==> src/rtl/bkvb_pkg.sv <==
// Shared constants for the B-spline knot vector builder.
// No dependencies; used by bspline_knot_vector_builder.
package bkvb_pkg;

    localparam int MAX_SAMPLES = 48;
    localparam int SAMPLE_W    = 32;
    localparam int KNOT_W      = 34;
    localparam int BASIS_LIMIT = 48;
    localparam int IDX_W       = 6;
    localparam int ACC_W       = SAMPLE_W + 4;
    localparam int DVD_W       = 42;
    localparam int DVS_W       = 8;
    localparam int ADDR_W      = 4;
    localparam int MAX_INTERIOR = 10;
    localparam int WIDEN_DIV   = 10;
    localparam int WIDEN_BIAS  = 5;
    localparam logic [31:0] WIDEN_RECIP = 32'hCCCC_CCCD;
    localparam int WIDEN_SHIFT = 34;

    localparam logic [1:0] ERR_NONE = 2'd0;
    localparam logic [1:0] ERR_FEW  = 2'd1;
    localparam logic [1:0] ERR_OVF  = 2'd2;

    localparam logic [1:0] MODE_AVG     = 2'd0;
    localparam logic [1:0] MODE_CLAMPED = 2'd1;
    localparam logic [1:0] MODE_UNIFORM = 2'd2;
    localparam logic [1:0] MODE_WIDENED = 2'd3;

    localparam logic [1:0] REG_MODE   = 2'd0;
    localparam logic [1:0] REG_DEGREE = 2'd1;
    localparam logic [1:0] REG_BASIS  = 2'd2;

endpackage

==> src/rtl/bspline_knot_vector_builder.sv <==
// Top level of the B-spline knot vector builder: sorted sample store in one
// synchronous memory, knot sequencer, shared radix-2 divider, APB registers.
// Depends on bkvb_pkg.
//
//  channel | signals                                    | dir
//  input   | in_valid, in_stall, sample_value, last_sample | in (stall out)
//  output  | out_valid, out_stall, knot_value, error_code, last_knot | out
//  config  | psel, penable, pwrite, paddr, pwdata, prdata, pready  | APB
//
// An insert reads and compares each stored entry below the new value, then
// reads and writes each entry shifted up; the next beat waits until it ends,
// as the single memory port sets it. A build reads each averaging window one
// entry at a time and runs the shared divider per average or uniform knot; the
// widened ends take one multiply. Reset is asynchronous and clears control
// state; the store needs no clearing. An output stall holds the sequencer.
module bspline_knot_vector_builder (
    input  logic                               clk,
    input  logic                               rst_n,
    input  logic                               in_valid,
    output logic                               in_stall,
    input  logic signed [bkvb_pkg::SAMPLE_W-1:0] sample_value,
    input  logic                               last_sample,
    output logic                               out_valid,
    input  logic                               out_stall,
    output logic signed [bkvb_pkg::KNOT_W-1:0] knot_value,
    output logic [1:0]                         error_code,
    output logic                               last_knot,
    input  logic                               psel,
    input  logic                               penable,
    input  logic                               pwrite,
    input  logic [bkvb_pkg::ADDR_W-1:0]        paddr,
    input  logic [31:0]                        pwdata,
    output logic [31:0]                        prdata,
    output logic                               pready
);

    localparam int IW = bkvb_pkg::IDX_W;
    localparam int SW = bkvb_pkg::SAMPLE_W;
    localparam int KW = bkvb_pkg::KNOT_W;
    localparam int AW = bkvb_pkg::ACC_W;
    localparam int DW = bkvb_pkg::DVD_W;
    localparam int VW = bkvb_pkg::DVS_W;

    typedef enum logic [4:0] {
        S_IDLE, S_SCAN_RD, S_SCAN_CMP, S_INSERT, S_SHIFT_RD, S_SHIFT_WR,
        S_B_START, S_B_RD_LAST, S_B_PLAN, S_K_NEXT, S_W_RD, S_W_ACC,
        S_W_LOAD, S_DIV, S_DIV_DONE, S_EMIT, S_ERR
    } state_t;

    typedef enum logic [1:0] {
        DK_AVG, DK_UNIF, DK_WIDEN
    } div_kind_t;

    state_t    state_reg;
    div_kind_t kind_reg;

    logic [1:0]    mode_reg;
    logic [2:0]    degree_reg;
    logic [5:0]    basis_reg;

    logic [IW-1:0] count_reg;
    logic          ovf_reg;
    logic [SW-1:0] val_reg;
    logic          last_reg;
    logic [IW-1:0] pos_reg;
    logic [IW-1:0] idx_reg;

    logic signed [SW-1:0] first_reg;
    logic signed [SW-1:0] lastv_reg;
    logic [3:0]    c1_reg;
    logic [IW-1:0] c2_reg;
    logic [IW-1:0] tot_reg;
    logic [IW-1:0] m_reg;
    logic signed [KW-1:0] start_reg;
    logic [KW-1:0] span_reg;
    logic [IW-1:0] k_reg;
    logic [IW-1:0] widx_reg;
    logic [3:0]    j_reg;
    logic signed [AW-1:0] acc_reg;
    logic [DW-1:0] dvd_reg;
    logic [VW-1:0] dvs_reg;
    logic [VW-1:0] rem_reg;
    logic [IW-1:0] dcnt_reg;
    logic          neg_reg;
    logic [1:0]    err_reg;
    logic signed [KW-1:0] knot_reg;

    logic          out_valid_reg;
    logic signed [KW-1:0] out_knot_reg;
    logic [1:0]    out_err_reg;
    logic          out_last_reg;

    logic [SW-1:0] mem [bkvb_pkg::MAX_SAMPLES];
    logic [SW-1:0] rd_data;
    logic [IW-1:0] mem_ra;
    logic [IW-1:0] mem_wa;
    logic [SW-1:0] mem_wd;
    logic          mem_we;

    always_ff @(posedge clk)
    begin
        if (mem_we)
        begin
            mem[mem_wa] <= mem_wd;
        end
        rd_data <= mem[mem_ra];
    end

    always_comb
    begin
        mem_ra = pos_reg;
        mem_wa = idx_reg;
        mem_wd = rd_data;
        mem_we = 1'b0;
        case (state_reg)
            S_SHIFT_RD:
            begin
                mem_ra = idx_reg - 1'b1;
                mem_wa = pos_reg;
                mem_wd = val_reg;
                mem_we = (idx_reg == pos_reg);
            end
            S_SHIFT_WR:  mem_we = 1'b1;
            S_B_START:   mem_ra = '0;
            S_B_RD_LAST: mem_ra = count_reg - 1'b1;
            S_W_RD:      mem_ra = widx_reg + IW'(j_reg);
            default:     mem_ra = pos_reg;
        endcase
    end

    // plan values
    logic [IW-1:0] nb;
    logic [IW-1:0] p6;
    logic [IW-1:0] m_clamp;
    logic [IW-1:0] ni_raw;
    logic [IW-1:0] ni;
    logic [KW-1:0] span_now;
    logic [IW-1:0] rel;
    logic [IW-1:0] m_dec;
    logic [DW-1:0] prod;
    logic [3:0]    w;
    logic signed [AW+1:0] num;
    logic [DW-1:0] num_mag;
    logic [VW:0]   rem_sh;
    logic          geq;
    logic [VW:0]   rem_sub;
    logic          slot_free;
    logic          out_load;
    logic [63:0]   tenth_prod;
    logic [KW-1:0] widen_e;

    always_comb
    begin
        nb       = (basis_reg > IW'(bkvb_pkg::BASIS_LIMIT))
                   ? IW'(bkvb_pkg::BASIS_LIMIT) : basis_reg;
        p6       = IW'(degree_reg);
        m_clamp  = (nb != '0) ? nb : count_reg;
        ni_raw   = m_clamp - p6 - 1'b1;
        ni       = (ni_raw > IW'(bkvb_pkg::MAX_INTERIOR))
                   ? IW'(bkvb_pkg::MAX_INTERIOR) : ni_raw;
        span_now = KW'(signed'(rd_data)) - KW'(first_reg);
        rel      = k_reg - IW'(c1_reg);
        m_dec    = m_reg - 1'b1;
        prod     = DW'(rel) * DW'(span_reg);
        w        = 4'(degree_reg) + 4'd2;
        num      = ((AW+2)'(acc_reg) <<< 1) + (AW+2)'(w);
        num_mag  = num[AW+1] ? DW'(-num + (AW+2)'({w, 1'b0}) - 1)
                             : DW'(num);
        rem_sh   = {rem_reg, dvd_reg[DW-1]};
        geq      = (rem_sh >= {1'b0, dvs_reg});
        rem_sub  = rem_sh - {1'b0, dvs_reg};
        slot_free = !out_valid_reg || !out_stall;
        out_load = slot_free && (state_reg == S_EMIT || state_reg == S_ERR);
        // tenth of (span + 5): halve, then multiply by the reciprocal of 5
        tenth_prod = 64'(dvd_reg[SW:1]) * 64'(bkvb_pkg::WIDEN_RECIP);
        widen_e  = KW'(tenth_prod[63:bkvb_pkg::WIDEN_SHIFT]);
    end

    always_ff @(posedge clk or negedge rst_n)
    begin
        if (!rst_n)
        begin
            state_reg     <= S_IDLE;
            kind_reg      <= DK_AVG;
            mode_reg      <= bkvb_pkg::MODE_AVG;
            degree_reg    <= 3'd3;
            basis_reg     <= 6'd10;
            count_reg     <= '0;
            ovf_reg       <= 1'b0;
            out_valid_reg <= 1'b0;
        end
        else
        begin
            if (psel && penable && pwrite)
            begin
                case (paddr[3:2])
                    bkvb_pkg::REG_MODE:   mode_reg   <= pwdata[1:0];
                    bkvb_pkg::REG_DEGREE: degree_reg <= pwdata[2:0];
                    bkvb_pkg::REG_BASIS:  basis_reg  <= pwdata[5:0];
                    default:              ;
                endcase
            end

            if (out_load)
            begin
                out_valid_reg <= 1'b1;
            end
            else if (!out_stall)
            begin
                out_valid_reg <= 1'b0;
            end

            case (state_reg)
                S_IDLE:
                begin
                    if (in_valid)
                    begin
                        val_reg   <= sample_value;
                        last_reg  <= last_sample;
                        pos_reg   <= '0;
                        state_reg <= S_SCAN_RD;
                    end
                end
                S_SCAN_RD:
                begin
                    state_reg <= (pos_reg == count_reg) ? S_INSERT : S_SCAN_CMP;
                end
                S_SCAN_CMP:
                begin
                    if (signed'(rd_data) < signed'(val_reg))
                    begin
                        pos_reg   <= pos_reg + 1'b1;
                        state_reg <= S_SCAN_RD;
                    end
                    else if (rd_data == val_reg)
                    begin
                        state_reg <= last_reg ? S_B_START : S_IDLE;
                    end
                    else
                    begin
                        state_reg <= S_INSERT;
                    end
                end
                S_INSERT:
                begin
                    if (count_reg >= IW'(bkvb_pkg::MAX_SAMPLES))
                    begin
                        ovf_reg   <= 1'b1;
                        state_reg <= last_reg ? S_B_START : S_IDLE;
                    end
                    else
                    begin
                        idx_reg   <= count_reg;
                        state_reg <= S_SHIFT_RD;
                    end
                end
                S_SHIFT_RD:
                begin
                    if (idx_reg == pos_reg)
                    begin
                        count_reg <= count_reg + 1'b1;
                        state_reg <= last_reg ? S_B_START : S_IDLE;
                    end
                    else
                    begin
                        state_reg <= S_SHIFT_WR;
                    end
                end
                S_SHIFT_WR:
                begin
                    idx_reg   <= idx_reg - 1'b1;
                    state_reg <= S_SHIFT_RD;
                end
                S_B_START:
                begin
                    if (ovf_reg)
                    begin
                        err_reg   <= bkvb_pkg::ERR_OVF;
                        state_reg <= S_ERR;
                    end
                    else if (count_reg == '0)
                    begin
                        err_reg   <= bkvb_pkg::ERR_FEW;
                        state_reg <= S_ERR;
                    end
                    else
                    begin
                        state_reg <= S_B_RD_LAST;
                    end
                end
                S_B_RD_LAST:
                begin
                    first_reg <= rd_data;
                    state_reg <= S_B_PLAN;
                end
                S_B_PLAN:
                begin
                    lastv_reg <= rd_data;
                    start_reg <= KW'(first_reg);
                    span_reg  <= span_now;
                    k_reg     <= '0;
                    err_reg   <= bkvb_pkg::ERR_FEW;
                    case (mode_reg)
                        bkvb_pkg::MODE_AVG:
                        begin
                            c1_reg  <= 4'(degree_reg) + 4'd1;
                            c2_reg  <= count_reg - p6 - 1'b1;
                            tot_reg <= count_reg + p6 + 1'b1;
                            state_reg <= (count_reg < p6 + 1'b1) ? S_ERR : S_K_NEXT;
                        end
                        bkvb_pkg::MODE_CLAMPED:
                        begin
                            c1_reg  <= 4'(degree_reg);
                            c2_reg  <= ni;
                            m_reg   <= ni;
                            tot_reg <= ni + (p6 <<< 1);
                            if (m_clamp < p6 + 1'b1 || (ni == '0 && p6 == '0))
                            begin
                                state_reg <= S_ERR;
                            end
                            else
                            begin
                                state_reg <= S_K_NEXT;
                            end
                        end
                        bkvb_pkg::MODE_UNIFORM:
                        begin
                            c1_reg    <= '0;
                            c2_reg    <= nb + p6 + 1'b1;
                            m_reg     <= nb + p6 + 1'b1;
                            tot_reg   <= nb + p6 + 1'b1;
                            state_reg <= S_K_NEXT;
                        end
                        default:
                        begin
                            c1_reg    <= '0;
                            c2_reg    <= nb + p6 + 1'b1;
                            m_reg     <= nb + p6 + 1'b1;
                            tot_reg   <= nb + p6 + 1'b1;
                            dvd_reg   <= DW'(span_now) + DW'(bkvb_pkg::WIDEN_BIAS);
                            kind_reg  <= DK_WIDEN;
                            state_reg <= S_DIV_DONE;
                        end
                    endcase
                end
                S_K_NEXT:
                begin
                    if (k_reg == tot_reg)
                    begin
                        count_reg <= '0;
                        ovf_reg   <= 1'b0;
                        state_reg <= S_IDLE;
                    end
                    else if (k_reg < IW'(c1_reg))
                    begin
                        knot_reg  <= KW'(first_reg);
                        state_reg <= S_EMIT;
                    end
                    else if (k_reg < IW'(c1_reg) + c2_reg)
                    begin
                        if (mode_reg == bkvb_pkg::MODE_AVG)
                        begin
                            acc_reg   <= '0;
                            j_reg     <= '0;
                            widx_reg  <= rel;
                            state_reg <= S_W_RD;
                        end
                        else if (m_reg <= IW'(1))
                        begin
                            knot_reg  <= start_reg;
                            state_reg <= S_EMIT;
                        end
                        else
                        begin
                            dvd_reg   <= (prod <<< 1) + DW'(m_dec);
                            dvs_reg   <= VW'({m_dec, 1'b0});
                            rem_reg   <= '0;
                            dcnt_reg  <= '0;
                            kind_reg  <= DK_UNIF;
                            state_reg <= S_DIV;
                        end
                    end
                    else
                    begin
                        knot_reg  <= KW'(lastv_reg);
                        state_reg <= S_EMIT;
                    end
                end
                S_W_RD:
                begin
                    state_reg <= S_W_ACC;
                end
                S_W_ACC:
                begin
                    acc_reg <= acc_reg + AW'(signed'(rd_data));
                    if (j_reg == 4'(degree_reg) + 4'd1)
                    begin
                        state_reg <= S_W_LOAD;
                    end
                    else
                    begin
                        j_reg     <= j_reg + 1'b1;
                        state_reg <= S_W_RD;
                    end
                end
                S_W_LOAD:
                begin
                    dvd_reg   <= num_mag;
                    neg_reg   <= num[AW+1];
                    dvs_reg   <= VW'({w, 1'b0});
                    rem_reg   <= '0;
                    dcnt_reg  <= '0;
                    kind_reg  <= DK_AVG;
                    state_reg <= S_DIV;
                end
                S_DIV:
                begin
                    rem_reg  <= geq ? rem_sub[VW-1:0] : rem_sh[VW-1:0];
                    dvd_reg  <= {dvd_reg[DW-2:0], geq};
                    dcnt_reg <= dcnt_reg + 1'b1;
                    if (dcnt_reg == IW'(DW - 1))
                    begin
                        state_reg <= S_DIV_DONE;
                    end
                end
                S_DIV_DONE:
                begin
                    case (kind_reg)
                        DK_AVG:
                        begin
                            knot_reg  <= neg_reg ? -KW'(dvd_reg) : KW'(dvd_reg);
                            state_reg <= S_EMIT;
                        end
                        DK_UNIF:
                        begin
                            knot_reg  <= start_reg + KW'(dvd_reg);
                            state_reg <= S_EMIT;
                        end
                        default:
                        begin
                            start_reg <= start_reg - widen_e;
                            span_reg  <= span_reg + (widen_e <<< 1);
                            state_reg <= S_K_NEXT;
                        end
                    endcase
                end
                S_EMIT:
                begin
                    if (slot_free)
                    begin
                        out_knot_reg  <= knot_reg;
                        out_err_reg   <= bkvb_pkg::ERR_NONE;
                        out_last_reg  <= (k_reg + 1'b1 == tot_reg);
                        k_reg         <= k_reg + 1'b1;
                        state_reg     <= S_K_NEXT;
                    end
                end
                S_ERR:
                begin
                    if (slot_free)
                    begin
                        out_knot_reg  <= '0;
                        out_err_reg   <= err_reg;
                        out_last_reg  <= 1'b1;
                        count_reg     <= '0;
                        ovf_reg       <= 1'b0;
                        state_reg     <= S_IDLE;
                    end
                end
                default: state_reg <= S_IDLE;
            endcase
        end
    end

    always_comb
    begin
        case (paddr[3:2])
            bkvb_pkg::REG_MODE:   prdata = {30'd0, mode_reg};
            bkvb_pkg::REG_DEGREE: prdata = {29'd0, degree_reg};
            bkvb_pkg::REG_BASIS:  prdata = {26'd0, basis_reg};
            default:              prdata = '0;
        endcase
    end

    assign pready     = 1'b1;
    assign in_stall   = (state_reg != S_IDLE);
    assign out_valid  = out_valid_reg;
    assign knot_value = out_knot_reg;
    assign error_code = out_err_reg;
    assign last_knot  = out_last_reg;

    a_count_bound: assert property (@(posedge clk) disable iff (!rst_n)
        count_reg <= IW'(bkvb_pkg::MAX_SAMPLES))
        else $error("store count beyond depth");

    a_ovf_full: assert property (@(posedge clk) disable iff (!rst_n)
        ovf_reg |-> (count_reg == IW'(bkvb_pkg::MAX_SAMPLES)))
        else $error("overflow flagged with room left");

    a_idle_no_write: assert property (@(posedge clk) disable iff (!rst_n)
        (state_reg == S_IDLE) |-> !mem_we)
        else $error("store written while idle");

    a_take_clears: assert property (@(posedge clk) disable iff (!rst_n)
        (state_reg == S_IDLE && in_valid) |=> (state_reg == S_SCAN_RD))
        else $error("accepted beat did not start a scan");

endmodule

==> config.mk <==
export PLATFORM = sky130hd
export DESIGN_NAME = bspline_knot_vector_builder
export DESIGN_NICKNAME = d
export VERILOG_FILES = /design/src/rtl/bkvb_pkg.sv /design/src/rtl/bspline_knot_vector_builder.sv
export SDC_FILE = /design/constraint.sdc
export NUM_CORES = 2
export LEC_CHECK = 0
export ABC_CLOCK_PERIOD_IN_PS = 26000
export BUFFER_PORTS_ARGS = -buffer_cell sky130_fd_sc_hd__clkbuf_2
export CAP_MARGIN = 5
export CORE_MARGIN = 3
export CORE_UTILIZATION = 55
export CTS_CLUSTER_SIZE = 24
export DETAILED_ROUTE_END_ITERATION = 12
export HOLD_SLACK_MARGIN = 0.12
export PLACE_DENSITY_LB_ADDON = 0.25
export SLEW_MARGIN = 20
export SYNTH_ARGS = -nofsm -noshare
export SYNTH_HDL_FRONTEND = slang
export SYNTH_SLANG_ARGS = --single-unit
export TNS_END_PERCENT = 50
==> constraint.sdc <==
create_clock -name clk -period 26 [get_ports clk]
set_input_delay 2.6 -clock clk [delete_from_list [all_inputs] [get_ports clk]]
set_output_delay 2.6 -clock clk [all_outputs]
set_load 0.05 [all_outputs]
==> impl_metrics.tcl <==
set metrics [dict create \
    drv_slew 0 \
    timing.rr.end "span_reg[32]" \
    synth_area_leaders "edfxtp_1 (49%), fa_1 (9.0%), ha_1 (7.4%)" \
    cts-root-buf "clkbuf_16" \
    dp_cells 13300 \
    ant_nets 0 \
    fin_crit_sh 0.509 \
    setup_viol 0 \
    slew_headroom 0.262 \
    finClkSkew_ps 82.9 \
    cpMostUsedCell "fa_1" \
    cts_setup_buffers 0 \
    finalNonFillerCells 13700 \
    required_ps 26570 \
    synth-seq-cells 1980 \
    viasPerCell 6.06 \
    cts_resized 0 \
    critPathMaxFanout 7 \
    layout_commonest_cell "nand2_1" \
    holdWs_ps 524 \
    cap_violations 0 \
    largest_reg_flops 1536 \
    numPortBuffers 92 \
    worstPathArrival_ps 13800 \
    outcome "finished clean" \
    cts_buffers 200 \
    synth_top_cell_area_share 0.492 \
    holdCritPathClass "reg2reg" \
    core-area_um2 211000 \
    syn_area_per_cell_um2 10.9 \
    grt_setup_unrepaired "no" \
    insertion_delay_ps 870 \
    yosys.area.top_type "edfxtp_1" \
    syn_area_um2 117000 \
    r2r_start "dvd_reg[19]" \
    dp_hpwl_um 225000 \
    nets 12000 \
    drt_iter0_drc 8172 \
    path_clk_slew_ps 60 \
    drt-total-wl_um 334000 \
    synthArstFlopShare 0.0131 \
    rr_worst_depth 34 \
    grt_overflow 0 \
    slowest_delay_ps 860 \
    crit_path_end "span_reg[32]" \
    synth_cells 10800 \
    cts.sinks 1980 \
    start_util 0.557 \
    grt_max_degree 162 \
    firstDrtPassIters 7 \
    ios 148 \
    drive_above_1_share 0.0712 \
    synth_ff_type "edfxtp_1" \
    die_area_um2 219000 \
    fin_ws_ps 12770 \
    die_w_um 468 \
    slowest_stage "o31ai_1" \
    grt_pass1_wl_um 502000 \
    min_period_ps 13230 \
    synth_edf_count 1922 \
    wl_per_cell_um 24.3 \
    clk_path_buf_depth 3 \
    drc 0 \
    rows 168 \
    finalHoldViolations 0 \
    crit_type "reg2reg" \
    end_kind "register" \
    startpoint "dvd_reg[19]" \
    crit_path_start_kind "register" \
    ys_seq_area_frac 0.503 \
    worst_slew_pin_slew_ps 1100 \
    layout_common_cells "nand2_1 (2171), edfxtp_1 (1922), inv_1 (908)" \
    dr_total_vias 83000 \
    r2r_setup_slack_ps 12770 \
    grt_util_all_layers 0.302 \
    yosys_warnings 0 \
    h-tree-depth 4 \
    setup_tns_ps 0 \
    first_global_vias 81100 \
    die_y_um 468 \
    hold_start "knot_reg[19]" \
    pre_cts_ws_ps 12960 \
    clock.fmax_mhz 75.6 \
    area_growth_pct 9.32 \
    routabilityCongestion 0.995 \
    antenna_found_initial 8 \
    ys_types 114 \
    cts_tree "yes" \
    cts_hold_buf 0 \
]
-- cell families after synthesis --
group	Yosys count	share of synthesized area
buffers and inverters	1454	0.0477
other	2	0.0000640
AOI/OAI and AO/OA	1746	0.100
xor gates and xnor gates	503	0.0376
muxes	62	0.00542
DFF	1980	0.503
and+or+nand+nor	3788	0.143
adders and majority gates	1220	0.164
-- cell type report --
type | count | area (um^2)
multi-input combinational | 7346 | 53700
tap | 2805 | 3510
clock inverter | 107 | 1200
fill | 16700 | 82500
inverter | 910 | 3420
antenna | 3 | 7.51
sequential | 1980 | 59000
timing repair buffer | 293 | 2200
clock buffer | 260 | 5360
-- cell usage after synthesis (48+ instances only) --
master    instances
inv_1           908
ha_1            692
nand2_1        2172
a31oi_1         134
and3_1          240
a21o_1          150
buf_1            60
nand4_1          48
nand3_1         488
nor2_1          396
and2_1           85
clkbuf_1        429
a21oi_1         420
nor2b_1          74
mux2i_1          49
o21ai_0         320
nand2b_1         49
fa_1            527
edfxtp_1       1922
xnor2_1         288
xor2_1          214
a211oi_1         72
nor3_1           89
a311oi_1        292
-- through the flow --
| step | area (um^2) | util |
|---|---|---|
| final | 128000 | 0.609 |
| after global routing | 128000 | 0.609 |
| after CTS | 128000 | 0.608 |
| after detailed placement | 122000 | 0.577 |
| after global placement | 122000 | 0.577 |
| after floorplan | 118000 | - |
-- worst min-delay path by stage --
stage               slack [ps]             end  cells after the start
global placement           500   knot_value[8]                      1
detailed placement         510  knot_value[19]                      1
floorplan                  450    first_reg[0]                      0
CTS                        530  knot_value[19]                      1
global route               540   knot_value[3]                      1
finish                     520  knot_value[19]                      1
-- worst max-delay path: cells and delay by family (launching register included) --
family	cells	cell delay, ps
AO/OA/AOI/OAI	11	4070
XOR/XNOR	2	970
adder cells (fa/ha/maj)	10	5060
buffers and inverters	5	720
flip-flops	1	760
multiplexers	1	90
AND/OR/NAND/NOR	5	1310
-- metal layers --
layer | track usage | vias to the layer above | share of wire
li1 | - | 37800 | -
met1 | 0.397 | 41100 | 0.39
met2 | 0.505 | 3479 | 0.48
met3 | 0.0463 | 700 | 0.077
met4 | 0.122 | 4 | 0.046
met5 | 0 | - | 0.000081
Power is not shown: default switching activity piles up to over one toggle a cycle in this logic, so the estimate is an artifact.
